File: config.mk
export PLATFORM = sky130hd
export DESIGN_NAME = salc_ctrl
export DESIGN_NICKNAME = d
export VERILOG_FILES = /design/src/design/salc_pkg.sv /design/src/design/salc_ctrl.sv
export SDC_FILE = /design/constraint.sdc
export NUM_CORES = 1
export LEC_CHECK = 0
export BUFFER_PORTS_ARGS = -buffer_cell sky130_fd_sc_hd__buf_4
export CAP_MARGIN = 0
export CORE_AREA = 3 3 40 42
export CTS_BUF_LIST = sky130_fd_sc_hd__clkbuf_4 sky130_fd_sc_hd__clkbuf_8
export DETAILED_ROUTE_END_ITERATION = 10
export DIE_AREA = 0 0 43 45
export PLACE_DENSITY_LB_ADDON = 0.05
export SYNTH_ARGS = -nofsm -noshare
export SYNTH_HDL_FRONTEND = slang
export SYNTH_SLANG_ARGS = --single-unit
File: constraint.sdc
create_clock -name i_clk -period 1.5 [get_ports i_clk]
set_input_delay 0.225 -clock i_clk [delete_from_list [all_inputs] [get_ports i_clk]]
set_output_delay 0.225 -clock i_clk [all_outputs]
set_load 0.05 [all_outputs]
File: src/design/salc_pkg.sv
// ----------------------------------------------------------------------------
// salc_pkg
// Shared types and constants of the set-associative LRU cache with prefetch.
// ----------------------------------------------------------------------------
package salc_pkg;
    localparam int MAX_SETS  = 512;
    localparam int MAX_WAYS  = 8;
    localparam int ADDR_BITS = 48;
    localparam int SET_W     = $clog2(MAX_SETS);
    localparam int WAY_W     = $clog2(MAX_WAYS);
    localparam int WCNT_W    = $clog2(MAX_WAYS + 1);
    localparam int RANK_W    = (MAX_WAYS > 1) ? $clog2(MAX_WAYS) : 1;
    localparam int MAX_IB    = $clog2(MAX_SETS + 1) - 1;

    localparam logic [1:0] CFG_OFFSET   = 2'd0;
    localparam logic [1:0] CFG_INDEX    = 2'd1;
    localparam logic [1:0] CFG_WAYS     = 2'd2;
    localparam logic [1:0] CFG_PREFETCH = 2'd3;

    typedef struct packed {
        logic load;
        logic use_next;
        logic read_set;
        logic write_set;
    } t_cmd;

    typedef struct packed {
        logic hit;
        logic busy;
    } t_status;
endpackage

File: src/design/salc_ctrl.sv
// ----------------------------------------------------------------------------
// salc_ctrl
// Access sequencer: demand lookup and update, optional prefetch pass, result.
// ----------------------------------------------------------------------------
module salc_ctrl
    import salc_pkg::*;
(
    input  logic    i_clk,
    input  logic    i_rst_n,
    input  logic    i_in_valid,
    output logic    o_in_ready,
    input  logic    i_mode,
    input  logic    i_prefetch,
    input  t_status i_status,
    output t_cmd    o_cmd,
    output logic    o_out_valid,
    input  logic    i_out_ready,
    output logic [4:0] o_result
);
    typedef enum logic [2:0] {S_IDLE, S_DEMAND, S_PF_READ, S_PF, S_OUT} t_state;

    t_state     r_state, n_state;
    logic       r_mode, r_hit, r_pf;
    logic [1:0] r_reads;
    logic       r_out_valid;
    logic [4:0] r_result;
    logic       take;

    assign take = i_in_valid && !i_status.busy;

    always_comb begin
        o_cmd = '0;
        n_state = r_state;
        unique case (r_state)
            S_IDLE: begin
                o_cmd.load = take;
                o_cmd.read_set = take;
                if (take) n_state = S_DEMAND;
            end
            S_DEMAND: begin
                o_cmd.write_set = 1'b1;
                if (!i_status.hit && i_prefetch) n_state = S_PF_READ;
                else n_state = S_OUT;
            end
            S_PF_READ: begin
                o_cmd.use_next = 1'b1;
                o_cmd.read_set = 1'b1;
                n_state = S_PF;
            end
            S_PF: begin
                o_cmd.write_set = !i_status.hit;
                n_state = S_OUT;
            end
            S_OUT: begin
                if (!r_out_valid || i_out_ready) n_state = S_IDLE;
            end
            default: n_state = S_IDLE;
        endcase
    end

    assign o_in_ready  = (r_state == S_IDLE) && !i_status.busy;
    assign o_out_valid = r_out_valid;
    assign o_result    = r_result;

    always_ff @(posedge i_clk) begin
        if (!i_rst_n) begin
            r_state <= S_IDLE;
            r_out_valid <= 1'b0;
        end else begin
            r_state <= n_state;
            if (r_state == S_IDLE && take) r_mode <= i_mode;
            if (r_state == S_DEMAND) begin
                r_hit <= i_status.hit;
                r_reads <= i_status.hit ? 2'd0 : 2'd1;
                r_pf <= 1'b0;
            end
            if (r_state == S_PF && !i_status.hit) begin
                r_reads <= 2'd2;
                r_pf <= 1'b1;
            end
            if (r_state == S_OUT && (!r_out_valid || i_out_ready)) begin
                r_out_valid <= 1'b1;
                r_result <= {r_pf, r_mode, r_reads, r_hit};
            end else if (i_out_ready) begin
                r_out_valid <= 1'b0;
            end
        end
    end

`ifndef SYNTH
    a_ready: assert property (@(posedge i_clk) disable iff (!i_rst_n)
        (r_state != S_IDLE) |-> !o_in_ready) else $error("ready outside idle");
    a_busy: assert property (@(posedge i_clk) disable iff (!i_rst_n)
        i_status.busy |-> !o_in_ready) else $error("ready while clearing");
    a_pf: assert property (@(posedge i_clk) disable iff (!i_rst_n)
        o_out_valid |-> (!o_result[4] || o_result[2:1] == 2'd2)) else $error("pf reads");
    a_hit: assert property (@(posedge i_clk) disable iff (!i_rst_n)
        o_out_valid |-> (!o_result[0] || o_result[2:1] == 2'd0)) else $error("hit reads");
`endif
endmodule

# == After elaboration in Yosys (flattened, before gate mapping) ==
# Index checks and enable logic that the tools add are counted.
# word_totals
reg_bits,14
in_bits,8
out_inout_bits,11
wordCells,44
# classes
n_eq_ne,6
n_mux,13
reduce_logical,18
# op_table
cell,count
case mux 3 bit (5 select lines),1
AND reduction 2 bit,5
2-to-1 mux 3 bit,3
"equality test 3 x 2 -> 1 bit, second input constant",2
logical AND 1 bit,6
2-to-1 mux 1 bit,6
case mux 1 bit (2 select lines),2
nonzero test 2 bit,2
"equality test 3 x 1 -> 1 bit, second input constant",1
"equality test 3 bit, second input constant",1
logical NOT 1 bit,3
logical NOT 3 bit,1
2-to-1 mux 2 bit,1
"inequality test 2 x 1 -> 1 bit, second input constant",1
"inequality test 2 bit, second input constant",1
logical OR 1 bit,1

# == Logic depth before layout (Yosys ltp) ==
# Gate-level depths: netlist (run 1).
# logic_depth
depth_word,4
ltp_mapped,3
depth_no_buf,2

# == Worst setup path after synthesis (run 1) ==
# OpenSTA, ideal clock, no wires.
# synth_path
kind,register to output
from,register r_state[1]
to,output port o_cmd[3] in the netlist's numbering
arrival_time_ns,2.592
required_time_ns,1.275
setup_slack_ns,-1.317
stages_incl_launch_ff,4
n_path_buf,1
path_cell_list,dfxtp_1 buf_6 nor4_1 and2_2
# synth_lines
item,line_no,text
start: declaration,salc_ctrl.sv:22,"t_state r_state, n_state;"
start signal: assignment,salc_ctrl.sv:70,r_state <= n_state;
end: declaration,salc_ctrl.sv:15,"output t_cmd o_cmd,"

==> impl_metrics.env, run 1 <==
export IMPL_yosys_warnings=0
export IMPL_routabilityCongestion=0.730
export IMPL_dr_total_vias=433
export IMPL_p_per_area_nw_per_um2=867
export IMPL_rsz0062_at_grt="yes"
export IMPL_drc=0
export IMPL_syn_area_um2=548
export IMPL_synth_edf_count=8
export IMPL_ff2ff_path_depth=2
export IMPL_fmax_mhz=643
export IMPL_die_area_um2=1940
export IMPL_synth_area_leaders="edfxtp_1 (44%), dfxtp_1 (15%), buf_6 (6.2%)"
export IMPL_endpoint_kind="primary output"
export IMPL_finalPower_uw=712
export IMPL_synth_largest_area_cell="edfxtp_1"
export IMPL_fin_crit_sh_pct=104
export IMPL_area_growth_pct=49.8
export IMPL_start_kind="register"
export IMPL_syn_inst=42
export IMPL_root_buffer="clkbuf_4"
export IMPL_die_y_um=45
export IMPL_ys_top_cells_by_count="edfxtp_1 (8), dfxtp_1 (4)"
export IMPL_die_w_um=43
export IMPL_clkSlewWorstSetupHoldPaths_ns=0.07
export IMPL_port_buffers=18
export IMPL_synth_most_common_cell="edfxtp_1"
export IMPL_cts_tree="done"
export IMPL_via_per_inst=5.28
export IMPL_grt_antenna_before_repair=0
export IMPL_synthesis_nets=50
export IMPL_finalCriticalPeriod_ns=1.56
export IMPL_ir_drop_mv=0.457
export IMPL_tightest_slew_ns=0.323
export IMPL_holdBufCountCts=0
export IMPL_nets=76
export IMPL_finalHoldViolCount=0
export IMPL_cp_arrival_ns=1.33
export IMPL_track_usage_pct=14.6
export IMPL_dp_hpwl_um=797
export IMPL_pin_count=19
export IMPL_ys_flop_type="edfxtp_1"
export IMPL_clock_path_buffers=2
export IMPL_ys_ff_latch=12
export IMPL_slew_viol_final=0
export IMPL_crit_required_ns=1.27
export IMPL_htree_levels=1
export IMPL_cp_max_fo=3
export IMPL_grt_ovfl_total=0
export IMPL_grt_pass1_vias=455
export IMPL_wl_per_cell_um=14.6
export IMPL_setup_viol=1
export IMPL_holdPathStages=1
export IMPL_slew_limit_headroom_pct=77.9
export IMPL_start_util_pct=42.6
export IMPL_drv_cap=0
export IMPL_ys_types=21
export IMPL_drive_above_1_share_pct=62.7
export IMPL_violations="setup timing"
export IMPL_crit_type="reg -> out"
export IMPL_drt_iter0_markers=6
export IMPL_synthArstFlopShare_pct=0
export IMPL_syn_avg_cell_area_um2=13.0
export IMPL_hp_class="in -> reg"
export IMPL_cts_sinks=12
export IMPL_row_count=13
export IMPL_grt_first_pass_wirelength_mm=2.02
export IMPL_holdWs_ns=0.135
export IMPL_fin_skew_ns=0.00414
export IMPL_yosys_area_top_type_share_pct=43.8
export IMPL_ys_seq_area_share_pct=58.4
export IMPL_diodes=0
export IMPL_p_leak_nw=0.318
export IMPL_grt_max_degree=11
export IMPL_coreArea_um2=1280
export IMPL_postRouteAntennaNets=0
export IMPL_clock_latency_ns=0.26
export IMPL_drt_pass1_iterations=4
export IMPL_fin_ws_ns=-0.0557
export IMPL_cts_inserted_buffers=3
export IMPL_status="finished with violations"
export IMPL_drt_wl_total_mm=1.19
sequential cells by signal, summed over array words and instances, names as in the netlist:
name         count
r_hit            1
r_mode           1
r_state          3
o_result         4
r_pf             1
o_out_valid      1
r_reads          1
worst max-delay path: stages (launching register included):
cell,delay (ns)
dfxtp_2,0.33
buf_6,0.12
nor4_4,0.28
and2_4,0.19
buf_8,0.14
power breakdown:
part / switching [mW] / internal, mW
Sequential: 0.00378 / 0.358
Clock: 0.0990 / 0.121
Combinational: 0.0739 / 0.0560
Total: 0.177 / 0.535
metal layers:
metal  GRT usage (%)  up-vias  part of all wire (%)  wire length [µm]
li1                -      210                     -                 -
met1            15.9      198                    37               445
met2            26.3       23                    53               635
met3            3.98        2                   8.4               100
met4            7.23        0                   1.0                12
met5               0        -                     0                 0
cells in the final DEF (no fill, tap or decap), drive strengths merged, types with 2 or more instances in the layout:
master and instances:
edfxtp 8, inv 3, a21oi 2, nand2b 3
dfxtp 4, clkbuf 4, nor3 2, a211oi 3
nor3b 2, buf 25
area by class of cell:
class                           instances  area [µm²]
Clock buffer                            4        30.0
Sequential cell                        12         324
Multi-Input combinational cell         23         216
Timing Repair Buffer                   25         218
Fill cell                             112         464
Tap cell                               15        18.8
Inverter                                3        13.8
repair_timing:
action / 4_1_cts / 5_1_grt
setup buffers: 1 / 3
pin swaps: 2 / 2
resized for setup: 8 / 8
setup endpoints to repair: 5 / 5
path summary, 6_finish.rpt:
| check | startpoint | endpoint | slack, ns |
|---|---|---|---|
| worst max register to register | r_state[2] | o_result[3] | 0.10 |
| worst min-delay path | i_mode | r_mode | 0.14 |
| worst max-delay path | r_state[2] | o_cmd[3] | -0.06 |
| worst min register to register | r_pf | o_result[2] | 0.43 |
metrics by stage:
stage | setup WS [ns] | setup TNS, ns | utilization, % | instance area [µm²] | instances
after detailed placement | 0.139 | 0 | 55.5 | 713 | 74
after global routing | -0.124 | -0.204 | 63.9 | 821 | 82
after global placement | 0.163 | 0 | 55.5 | 713 | 74
after CTS | -0.0530 | -0.0530 | 60.4 | 776 | 79
final | -0.0557 | -0.0557 | 63.9 | 821 | 82
after floorplan | -0.263 | -0.517 | - | 578 | 42
logic make-up after synthesis:
logic type             after synthesis  share of synthesized area [%]
flip-flops                          12                           58.4
AO/OA/AOI/OAI                        8                           11.6
AND/OR/NAND/NOR                     15                           20.3
buffers and inverters                7                           9.59
Note: power is estimated with default switching activity, not from simulation.
==> inputs of run 2 (changes only) <==
TNS_END_PERCENT = 30   (was default)
==> run 2 against run 1 <==
Compared with the run above:
- via count decreased by 0.92%
- final cell count down 1.2%
- combinational power about the same
- global-route usage fell by 1.8 points
- die area did not move
- clock skew is 0.0043 ns higher
- power shrank 3.2%
- clock-buffer cell count decreased by 1
- the flow still finishes with violations (setup timing)
- register-to-register slack better by 0.03 ns
==> impl_metrics.env, run 2 (synthesis results as in run 1) <==
export IMPL_status="finished with violations"
export IMPL_violations="setup timing"
export IMPL_htree_levels=1
export IMPL_fin_skew_ns=0.00847
export IMPL_clock_latency_ns=0.27
export IMPL_crit_required_ns=1.27
export IMPL_ir_drop_mv=0.440
export IMPL_drc=0
export IMPL_grt_first_pass_wirelength_mm=1.77
export IMPL_finalPower_uw=689
export IMPL_fmax_mhz=642
export IMPL_holdPathStages=1
export IMPL_track_usage_pct=12.8
export IMPL_crit_type="reg -> out"
export IMPL_tns_ns=-0.0581
export IMPL_drt_pass1_iterations=3
export IMPL_hp_start="i_mode"
export IMPL_rsz0062_at_grt="yes"
export IMPL_cts_sinks=12
export IMPL_place_area_um2=711
export IMPL_start_kind="register"
export IMPL_post_place_cells=75
export IMPL_die_area_um2=1940
export IMPL_cp_max_fo=4
export IMPL_cts_inserted_buffers=3
export IMPL_largest_reg_flops=4
export IMPL_setup_viol=1
export IMPL_final_cell_mix="buf_4 (17), edfxtp_1 (8), buf_6 (6)"
export IMPL_final_cells=81
export IMPL_slew_limit_headroom_pct=74.6
export IMPL_finalHoldViolCount=0
export IMPL_drive_above_1_share_pct=57.6
export IMPL_die_w_um=43
export IMPL_reg2reg_slack_ns=0.13
export IMPL_finalCriticalPeriod_ns=1.56
export IMPL_cp_arrival_ns=1.33
export IMPL_dr_total_vias=429
export IMPL_place_ws_ns=0.151
export IMPL_routabilityCongestion=0.732
export IMPL_grt_pass1_vias=421
export IMPL_p_per_area_nw_per_um2=866
export IMPL_clock_path_buffers=2
export IMPL_fin_crit_sh_pct=104
export IMPL_endpoint_kind="primary output"
export IMPL_root_buffer="clkbuf_4"
export IMPL_ff2ff_path_depth=3
export IMPL_tightest_slew_ns=0.371
export IMPL_die_y_um=45
export IMPL_coreArea_um2=1280
export IMPL_r2r_end="o_result[2]"
export IMPL_grt_antenna_before_repair=0
export IMPL_fin_ws_ns=-0.0581
export IMPL_drv_cap=0
export IMPL_cts_tree="done"
export IMPL_p_leak_nw=0.305
export IMPL_grt_max_degree=11
export IMPL_layout_commonest_cell="buf_4"
export IMPL_drt_wl_total_mm=1.16
export IMPL_area_growth_pct=45.2
export IMPL_hp_class="in -> reg"
export IMPL_r2r_start="r_state[1]"
export IMPL_diodes=0
export IMPL_fillCellCount=107
export IMPL_grt_ovfl_total=0
export IMPL_via_per_inst=5.30
export IMPL_row_count=13
export IMPL_start_util_pct=42.6
export IMPL_wl_per_cell_um=14.3
export IMPL_holdPathEnd="r_mode"
export IMPL_pin_count=19
export IMPL_clkSlewWorstSetupHoldPaths_ns=0.08
export IMPL_port_buffers=18
export IMPL_finalInstanceArea_um2=796
export IMPL_slew_viol_final=0
export IMPL_drt_iter0_markers=9
export IMPL_nets=75
export IMPL_postRouteAntennaNets=0
==> run 2: changes by cell type in the layout (fill, tap and decap cells not counted), sizes merged <==
cell	change
buf	-1
clkbuf	-1
clkinv	+1
==> run 2: where the power goes <==
part           total [mW]  internal (mW)  switching [mW]
registers           0.362          0.358         0.00323
logic               0.128         0.0547          0.0728
clock network       0.200         0.0962           0.104
==> run 2: area by class of cell <==
class / count / area, µm² / area share (%)
clock buffers: 3 / 22.5 / 2.83
clock inverters: 1 / 3.75 / 0.472
inverters: 3 / 11.3 / 1.42
multi-input cells: 23 / 205 / 25.8
flip-flops and latches: 12 / 324 / 40.7
well taps: 15 / 18.8 / 2.36
repair buffers: 24 / 210 / 26.4
==> run 2: timing repair <==
item / 4_1_cts / 5_1_grt
hold buffers: 0 / 0
buffers inserted: 2 / 0
pin swaps: 2 / 1
resized for setup: 10 / 4
endpoints found under the setup margin: 5 / 5
endpoints found under the hold margin: 0 / 0
==> run 2: metrics by stage <==
stage	utilization, %	hold WS [ns]
floorplan	-	0.324
global placement	55.3	0.403
detailed placement	55.3	0.406
CTS	60.9	0.124
global route	61.9	0.117
finish	61.9	0.136
==> run 2: worst max path at each step <==
stage	end	cells past startpoint	slack, ns	startpoint
after floorplan	o_cmd[2]	3	-0.33	r_state[1]
after global placement	o_result[3]	3	0.16	r_state[1]
after detailed placement	o_result[3]	3	0.15	r_state[1]
after CTS	o_cmd[3]	4	-0.06	r_state[2]
after global routing	o_cmd[3]	4	-0.12	r_state[2]
final	o_cmd[3]	4	-0.06	r_state[2]
==> run 2: layer usage <==
layer | part of all wire (%) | global-route usage (%) | wire (µm)
met2 | 51 | 21.9 | 584
met5 | 0 | 0 | 0
met1 | 41 | 13.2 | 469
met3 | 8.0 | 5.58 | 93
met4 | 0.78 | 7.23 | 9
==> run 2: worst max-delay path, cell delays in order (launching register included) <==
cell     delay, ns
dfxtp_2       0.33
buf_6         0.12
nor4_4        0.28
and2_4        0.20
buf_8         0.14
==> inputs of run 3 (changes only) <==
ABC_AREA = 1   (was default)
CTS_CLUSTER_SIZE = 10   (was default)
==> run 3 against run 2 <==
Compared with the run above:
- the flow now finishes without violations
- worst hold slack better by 0.0036 ns
- global-route usage is 3.5 points lower
- clock skew is 0.0062 ns lower
- first-iteration DRC count is 56% lower
- clock power is 9% higher
- fmax is 12% higher
- die area stayed put
- critical path type unchanged
- largest power group unchanged
==> impl_metrics.env, run 3 <==
export IMPL_status="completed"
export IMPL_drt_iter0_markers=4
export IMPL_dp_hpwl_um=712
export IMPL_die_y_um=45
export IMPL_cp_max_fo=6
export IMPL_worstPathCellList="inv_2, a21boi_2, buf_4"
export IMPL_ys_flop_type="edfxtp_1"
export IMPL_clkSlewWorstSetupHoldPaths_ns=0.07
export IMPL_grt_antenna_before_repair=0
export IMPL_nets=82
export IMPL_dr_total_vias=397
export IMPL_die_w_um=43
export IMPL_grt_max_degree=8
export IMPL_setup_viol=0
export IMPL_yosys_area_top_type_share_pct=47.5
export IMPL_holdPathEnd="r_mode"
export IMPL_slew_limit_headroom_pct=77.3
export IMPL_rsz0062_at_grt="no"
export IMPL_postRouteAntennaNets=0
export IMPL_grt_ovfl_total=0
export IMPL_via_per_inst=4.51
export IMPL_fmax_mhz=717
export IMPL_coreArea_um2=1280
export IMPL_r2r_start="r_state[1]"
export IMPL_drt_wl_total_um=861
export IMPL_ys_ff_latch=12
export IMPL_drive_above_1_share_pct=37.0
export IMPL_synthArstFlopShare_pct=0
export IMPL_p_per_area_nw_per_um2=984
export IMPL_diodes=0
export IMPL_critPathTopFamily="flip-flops"
export IMPL_crit_buf_inv=2
export IMPL_pin_count=19
export IMPL_hp_start="i_mode"
export IMPL_post_place_cells=84
export IMPL_synth_largest_area_cell="edfxtp_1"
export IMPL_grt_first_pass_wirelength_mm=1.36
export IMPL_largest_reg_flops=4
export IMPL_wl_per_cell_um=9.78
export IMPL_fin_crit_sh_pct=93.0
export IMPL_hp_class="in -> reg"
export IMPL_syn_inst=51
export IMPL_p_sw_uw=167
export IMPL_holdBufCountCts=0
export IMPL_tightest_slew_ns=0.338
export IMPL_ff2ff_path_depth=4
export IMPL_reg2reg_slack_ns=0.32
export IMPL_htree_levels=1
export IMPL_start_util_pct=39.3
export IMPL_grt_pass1_vias=344
export IMPL_crit_type="reg -> out"
export IMPL_ir_drop_mv=0.390
export IMPL_drc=0
export IMPL_synthesis_nets=59
export IMPL_r2r_end="o_result[0]"
export IMPL_syn_avg_cell_area_um2=9.91
export IMPL_tns_ns=0
export IMPL_grtUsageMet2_pct=16.2
export IMPL_layout_commonest_cell="buf_4"
export IMPL_drv_cap=0
export IMPL_routabilityCongestion=0.703
export IMPL_die_area_um2=1940
export IMPL_row_count=13
export IMPL_met3_usage_pct=2.39
export IMPL_cts_tree="done"
export IMPL_critPathMaxStageDelay_ns=0.45
export IMPL_drt_pass1_iterations=4
export IMPL_track_usage_pct=9.30
export IMPL_ys_seq_area_share_pct=63.4
export IMPL_holdPathStages=1
export IMPL_final_cells=88
export IMPL_finalHoldViolCount=0
export IMPL_grt_busiest_layer="met2"
export IMPL_clock_path_buffers=2
export IMPL_synth_edf_count=8
export IMPL_met1_usage_pct=11.1
export IMPL_clkPwrFrac_pct=31.9
export IMPL_port_buffers=18
export IMPL_finalCriticalPeriod_ns=1.39
export IMPL_syn_area_um2=505
export IMPL_yosys_warnings=0
export IMPL_p_leak_nw=0.304
export IMPL_comb_power_share_pct=15.0
export IMPL_cts_sinks=12
export IMPL_p_sw_share_pct=24.4
export IMPL_final_cell_mix="buf_4 (18), inv_1 (8), edfxtp_1 (8)"
export IMPL_start_kind="register"
export IMPL_endpoint_kind="primary output"
export IMPL_synth_area_leaders="edfxtp_1 (48%), dfxtp_1 (16%), inv_1 (5.9%)"
export IMPL_root_buffer="clkbuf_4"
export IMPL_seqPwrFrac_pct=53.1
export IMPL_area_growth_pct=37.1
export IMPL_cp_arrival_ns=1.17
export IMPL_fin_skew_ns=0.00231
export IMPL_internal_power_uw=516
export IMPL_ys_types=16
export IMPL_slew_viol_final=0
export IMPL_clock_latency_ns=0.26
export IMPL_cts_inserted_buffers=3
export IMPL_crit_required_ns=1.27
export IMPL_ys_top_cells_by_count="edfxtp_1 (8), inv_1 (8), nand2_1 (7), nor2_1 (7), dfxtp_1 (4)"
export IMPL_critPathSlowestCell="dfxtp_1"
## run 3: cell count changes after synthesis, sizes merged, moves of 2 or more
cell | previous run | this run
a211oi | 3 | 1
buf | 4 | 1
inv | 3 | 9
nand2 | 0 | 7
nand2b | 3 | 0
nand3 | 0 | 3
nor2 | 0 | 8
nor3 | 2 | 4
nor3b | 2 | 0
## run 3: power by group through the flow
| stage | Sequential (mW) | Combinational [mW] | Clock (mW) |
|---|---|---|---|
| finish | 0.362 | 0.102 | 0.218 |
| global route | 0.363 | 0.111 | 0.240 |
| CTS | 0.362 | 0.101 | 0.224 |
| detailed placement | 0.370 | 0.101 | 0 |
| global placement | 0.370 | 0.101 | 0 |
| floorplan | 0.374 | 0.0576 | 0 |
## run 3: metal layers
metal | vias to the layer above | wire [µm]
met3 | 2 | 74
met1 | 169 | 380
met2 | 16 | 395
li1 | 210 | -
met5 | - | 0
met4 | 0 | 10
## run 3: cells by family (layout without fill, tap and decap cells)
family,after synthesis,in the layout,share of synthesized area [%]
buffers and inverters,10,32,8.17
AND/OR/NAND/NOR,23,23,20.8
AO/OA/AOI/OAI,6,6,7.67
flip-flops,12,12,63.4
## run 3: how the worst max path moves through the flow
stage                  end        from  cells past startpoint  slack [ns]
6_report          o_cmd[1]  r_state[1]                      3        0.11
4_1_cts           o_cmd[1]  r_state[1]                      3        0.09
3_3_place_gp   o_result[2]  r_state[1]                      4        0.33
3_5_place_dp   o_result[2]  r_state[1]                      4        0.32
5_1_grt         o_in_ready  r_state[0]                      4       0.009
2_1_floorplan     o_cmd[0]  r_state[0]                      2        0.03
## run 3: worst reg2reg max path, stage by stage (launching register included)
cell and delay, ns:
dfxtp_1 0.38, nor2_1 0.16, nand2_1 0.08, nor3_1 0.13, buf_4 0.16
## run 3: layout make-up
class	instances	area, µm²
fill	121	592
sequential	12	320
timing repair buffer	19	146
multi-input combinational	29	144
inverter	9	33.8
clock buffer	4	30.0
tap	15	18.8
## run 3: stage by stage
stage          hold WS (ns)  utilization (%)  worst slack (ns)  power (mW)  cell area [µm²]
2_1_floorplan         0.324                -            0.0279       0.432              505
3_3_place_gp          0.402             51.3             0.333       0.471              659
3_5_place_dp          0.406             51.3             0.321       0.471              659
4_1_cts               0.133             53.7            0.0923       0.687              689
5_1_grt               0.129             53.9           0.00887       0.714              693
6_report              0.139             53.9             0.106       0.682              693
## run 3: repair_timing
item	CTS	global route
buffers inserted	0	0
endpoints found under the setup margin	0	1
resized for setup	0	1
